===== src/hdl/ms_pkg.sv =====
// ----------------------------------------------------------------------------
// ms_pkg: shared definitions for the merge sorter
// Capacity, derived widths and the command/status bundles that pass between
// the sort controller and the sort datapath.
// ----------------------------------------------------------------------------
package ms_pkg;

    // capacity of the element store and derived widths
    localparam int MAX_ITEMS = 64;
    localparam int DATA_W    = 32;
    localparam int IDX_W     = (MAX_ITEMS > 1) ? $clog2(MAX_ITEMS) : 1;
    localparam int CNT_W     = $clog2(MAX_ITEMS + 1);
    localparam int WID_W     = CNT_W + 1;

    // controller to datapath commands (at most one set per cycle)
    typedef struct packed {
        logic load;     // accept one input transaction
        logic setup;    // start a merge pass, or detect that sorting is done
        logic merge;    // move one element from source bank to destination
        logic emit;     // present one sorted element
    } t_dp_cmd;

    // datapath to controller status
    typedef struct packed {
        logic sorted;   // run width already covers the whole set
        logic pass_end; // current merge step writes the last element of a pass
        logic emit_end; // current emit step presents the final element
    } t_dp_sts;

endpackage


===== src/hdl/ms_ctrl.sv =====
// ----------------------------------------------------------------------------
// ms_ctrl: sequencing of the merge sorter
// Load phase, merge passes and emission, issued as commands to the datapath.
// ----------------------------------------------------------------------------
module ms_ctrl import ms_pkg::*; (
    input  logic    i_clk,
    input  logic    i_rst_n,
    input  logic    i_start,
    input  logic    i_last_in,
    input  t_dp_sts i_sts,
    output t_dp_cmd o_cmd,
    output logic    o_busy,
    output logic    o_strobe
);

    typedef enum logic [3:0] {
        ST_IDLE  = 4'b0001,
        ST_PASS  = 4'b0010,
        ST_MERGE = 4'b0100,
        ST_EMIT  = 4'b1000
    } t_state;

    t_state r_state, n_state;

    // next state and commands
    always_comb begin
        n_state = r_state;
        o_cmd   = '0;
        unique case (r_state)
            ST_IDLE: begin
                if (i_start) begin
                    o_cmd.load = 1'b1;
                    if (i_last_in) begin
                        n_state = ST_PASS;
                    end
                end
            end
            ST_PASS: begin
                o_cmd.setup = 1'b1;
                n_state = i_sts.sorted ? ST_EMIT : ST_MERGE;
            end
            ST_MERGE: begin
                o_cmd.merge = 1'b1;
                if (i_sts.pass_end) begin
                    n_state = ST_PASS;
                end
            end
            ST_EMIT: begin
                o_cmd.emit = 1'b1;
                if (i_sts.emit_end) begin
                    n_state = ST_IDLE;
                end
            end
            default: begin
                n_state = ST_IDLE;
            end
        endcase
    end

    // state register
    always_ff @(posedge i_clk) begin
        if (!i_rst_n) begin
            r_state <= ST_IDLE;
        end else begin
            r_state <= n_state;
        end
    end

    assign o_busy   = (r_state != ST_IDLE);
    assign o_strobe = (r_state == ST_EMIT);

    // a last transaction always starts sorting in the next cycle
    a_last_starts_sort: assert property (@(posedge i_clk) disable iff (!i_rst_n)
        (i_start && !o_busy && i_last_in) |=> (r_state == ST_PASS))
        else $error("last transaction did not start a sort");

    // emission is entered only from a pass check
    a_emit_entry: assert property (@(posedge i_clk) disable iff (!i_rst_n)
        $rose(o_strobe) |-> ($past(r_state) == ST_PASS))
        else $error("emission entered outside a pass check");

    // results only come out while the block is busy
    a_strobe_busy: assert property (@(posedge i_clk) disable iff (!i_rst_n)
        o_strobe |-> o_busy)
        else $error("result strobe while idle");

endmodule


===== config.mk =====
export PLATFORM = sky130hd
export DESIGN_NAME = ms_ctrl
export DESIGN_NICKNAME = d
export VERILOG_FILES = /design/src/hdl/ms_pkg.sv /design/src/hdl/ms_ctrl.sv
export SDC_FILE = /design/constraint.sdc
export NUM_CORES = 1
export LEC_CHECK = 0
export BUFFER_PORTS_ARGS = -buffer_cell sky130_fd_sc_hd__clkbuf_2
export CELL_PAD_IN_SITES_DETAIL_PLACEMENT = 1
export CELL_PAD_IN_SITES_GLOBAL_PLACEMENT = 2
export CORE_AREA = 2 2 39 41
export CTS_BUF_LIST = sky130_fd_sc_hd__clkbuf_2
export DETAILED_ROUTE_END_ITERATION = 16
export DIE_AREA = 0 0 41 43
export GPL_TIMING_DRIVEN = 1
export PLACE_DENSITY = 0.8
export SETUP_SLACK_MARGIN = 0.4
export SLEW_MARGIN = 20
export SYNTH_ARGS = -nofsm -noshare
export SYNTH_HDL_FRONTEND = slang
export SYNTH_SLANG_ARGS = --single-unit

===== constraint.sdc =====
create_clock -name i_clk -period 1.5 [get_ports i_clk]
set_input_delay 0.3 -clock i_clk [delete_from_list [all_inputs] [get_ports i_clk]]
set_output_delay 0.3 -clock i_clk [all_outputs]
set_load 0.02 [all_outputs]

==> results.json <==
{
  "status": "complete, but fails checks",
  "violations": "setup timing",
  "yosysTopAreaCellShare": 0.2723,
  "grt_antenna_before_repair": 0,
  "finalHoldViolCount": 0,
  "clk_path_buf_depth": 2,
  "dr_wl_met2_um": 555,
  "worst_slew_pin_slew_ps": 271.4,
  "fmax_mhz": 625.5,
  "drv_cap": 0,
  "drt_first_pass_iters": 2,
  "crit_required_ps": 1200,
  "hp-start": "i_rst_n",
  "dp_hpwl_um": 646.7,
  "final_cell_area_um2": 545.5,
  "start_util": 0.2125,
  "diodes": 0,
  "p_int_uw": 223.7,
  "peakVddDrop_v": 0.0002369,
  "finalHoldWorstSlack_ps": 312.2,
  "reg2reg_slack_ps": 90,
  "hold_buffers": 0,
  "viasPerCell": 4.681,
  "power_frac_clock": 0.301,
  "clock_latency_ps": 210,
  "yosysWarnings": 0,
  "largest_register_ffs": 4,
  "period_minus_slack_ps": 1599,
  "top_register": "r_state",
  "grt_first_pass_wirelength_um": 1449,
  "ys_ff_latch": 4,
  "drc": 0,
  "p_seq_frac": 0.350,
  "finalSetupTns_ps": -263.5,
  "r2r-start": "r_state[1]$_SDFFE_PN0P_",
  "track_usage": 0.1242,
  "setup_ws_ps": -98.83,
  "drv_slew": 0,
  "routed-via-count": 323,
  "syn_inst": 33,
  "coreArea_um2": 1384,
  "stdcell_count": 69,
  "timing_worst_setup_path_type": "reg -> out",
  "die_x_um": 41,
  "port_buffers": 12,
  "postSynthAreaPerCell_um2": 8.910,
  "io_pins": 13,
  "finalCritPeriodShare": 1.066,
  "setup_viol": 5,
  "min_delay_path_depth": 2,
  "power.density_nw_per_um2": 598.3,
  "p_comb_frac": 0.349,
  "grt_pass1_vias": 331,
  "netlist_area_um2": 294.0,
  "end_kind": "primary output",
  "topRoutingLayerUsed": "met3",
  "wl_um": 977,
  "finClkSkew_ps": 9.251,
  "relSlewSlack": 0.8183,
  "gp_congestion": 0.6846,
  "p_switching_uw": 102.8,
  "placed_area_um2": 399.1,
  "worst-path-max-fanout": 3,
  "holdPathEnd": "r_state[0]$_SDFFE_PN1P_",
  "placed_cells": 62,
  "std_cell_rows": 14,
  "dr.first_iter.drc_count": 3,
  "met1_length_um": 366,
  "r2r_end": "r_state[3]$_SDFFE_PN0P_",
  "r2r_cells": 7,
  "cts_tree": "yes",
  "syn-num-nets": 40,
  "grt.overflow.total": 0,
  "area_growth_pct": 85.53,
  "die_y_um": 43,
  "worstPathArrival_ps": 1300,
  "layout-drive-gt1-share": 0.7547,
  "clock-sinks": 4,
  "ys_top_cells_by_area": "dfxtp_1, nor3b_1, nor4b_1",
  "synth_area_leader_cell": "dfxtp_1",
  "top_regs": "r_state (4)",
  "cts-htree-levels": 1,
  "startpoint_type": "register",
  "cts_buffers": 3,
  "grt_start_max_net_pins": 10,
  "p_leak_nw": 0.2198,
  "synth_seq_area_share": 0.2723,
  "cts_root_buffer": "clkbuf_2",
  "antenna_left": 0,
  "hold_class": "in -> reg",
  "nFillCells": 161,
  "preCtsSetupSlack_ps": 73.83,
  "wl_per_cell_um": 14.16,
  "grt_setup_unrepaired": "yes",
  "die-area_um2": 1763,
  "clk_pin_slew_ps": 50,
  "fin_nets": 62,
  "yosysUniqueCellTypes": 18,
  "wl_met3_um": 54,
  "p_sw_frac": 0.3148
}
-- cell type report --
cell class | instances | area, um2 | share of cell area
Multi-Input combinational cell | 23 | 255.2 | 0.4679
Tap cell | 16 | 20.02 | 0.03670
Timing Repair Buffer | 21 | 165.2 | 0.3028
Sequential cell | 4 | 82.58 | 0.1514
Inverter | 2 | 7.507 | 0.01376
Clock buffer | 3 | 15.01 | 0.02752
-- per-stage QoR --
step	power, mW	util
2_1_floorplan	0.1715	-
3_3_place_gp	0.1952	0.2884
3_5_place_dp	0.1967	0.2884
4_1_cts	0.3260	0.3788
5_1_grt	0.3482	0.3942
6_report	0.3264	0.3942
-- power groups by stage --
stage	clock network, mW	logic (mW)	registers [mW]
after floorplan	0	0.0573	0.114
after global placement	0	0.0795	0.116
after detailed placement	0	0.0811	0.116
after CTS	0.105	0.107	0.114
after global routing	0.112	0.122	0.114
final	0.0982	0.114	0.114
-- critical path, cell delays in order, from the launching register on --
cell and delay, ps:
dfxtp_2 310, or4b_4 560, nor2_4 110, buf_8 110
-- repair_timing --
item                                    CTS  global route
buffers inserted                          3             1
pin swaps                                 4             5
endpoints found under the setup margin   10            10
gates resized for setup                  22             8
-- worst max path at each step --
stage / from / endpoint / slack (ps) / depth (start not counted)
final: r_state[1]$_SDFFE_PN0P_ / o_cmd[3] / -100 / 3
after floorplan: r_state[2]$_SDFFE_PN0P_ / o_cmd[3] / 10 / 3
after CTS: r_state[1]$_SDFFE_PN0P_ / o_cmd[3] / -120 / 3
after global routing: r_state[1]$_SDFFE_PN0P_ / o_cmd[3] / -150 / 3
after global placement: r_state[2]$_SDFFE_PN0P_ / o_cmd[3] / 90 / 3
after detailed placement: r_state[2]$_SDFFE_PN0P_ / o_cmd[3] / 70 / 3
-- synth_stat cells --
cell,instances
o211ai_1,1
nor3b_1,4
o311a_1,2
a21oi_1,3
nor4b_2,1
o21ai_0,1
dfxtp_1,4
nor2b_1,1
or4b_4,1
nand2b_1,1
buf_2,1
buf_6,2
o21bai_2,1
nor4b_1,3
nor2_1,3
inv_1,2
nand2_1,1
buf_4,1
-- cells by family after synthesis --
| kind of cell | Yosys count | share of synthesized area |
|---|---|---|
| flip-flops | 4 | 0.2724 |
| AO/OA/AOI/OAI | 8 | 0.2000 |
| buffers and inverters | 6 | 0.1447 |
| AND/OR/NAND/NOR | 15 | 0.3830 |
-- per-layer routing --
metal | GRT usage | up-vias
met4 | 0.04000 | 0
met3 | 0.05236 | 0
met2 | 0.2188 | 8
li1 | - | 161
met5 | 0 | -
met1 | 0.1214 | 154
-- layout by cell type (no fill, tap or decap) --
master,count
o21ai_0,1
o311a_1,2
nor2_2,1
nor3b_1,1
dfxtp_1,2
clkbuf_2,9
nor4b_2,2
nand2b_1,1
nand2_1,1
buf_6,4
clkbuf_4,1
o211ai_1,1
buf_4,9
nor2b_2,1
inv_1,2
nor4b_4,2
dfxtp_2,2
a21oi_2,2
or4b_4,1
o21bai_2,1
a21oi_1,1
buf_8,1
nor3b_4,2
nor3b_2,1
nor2_1,1
nor2_4,1
(Power assumes the default switching activity.)
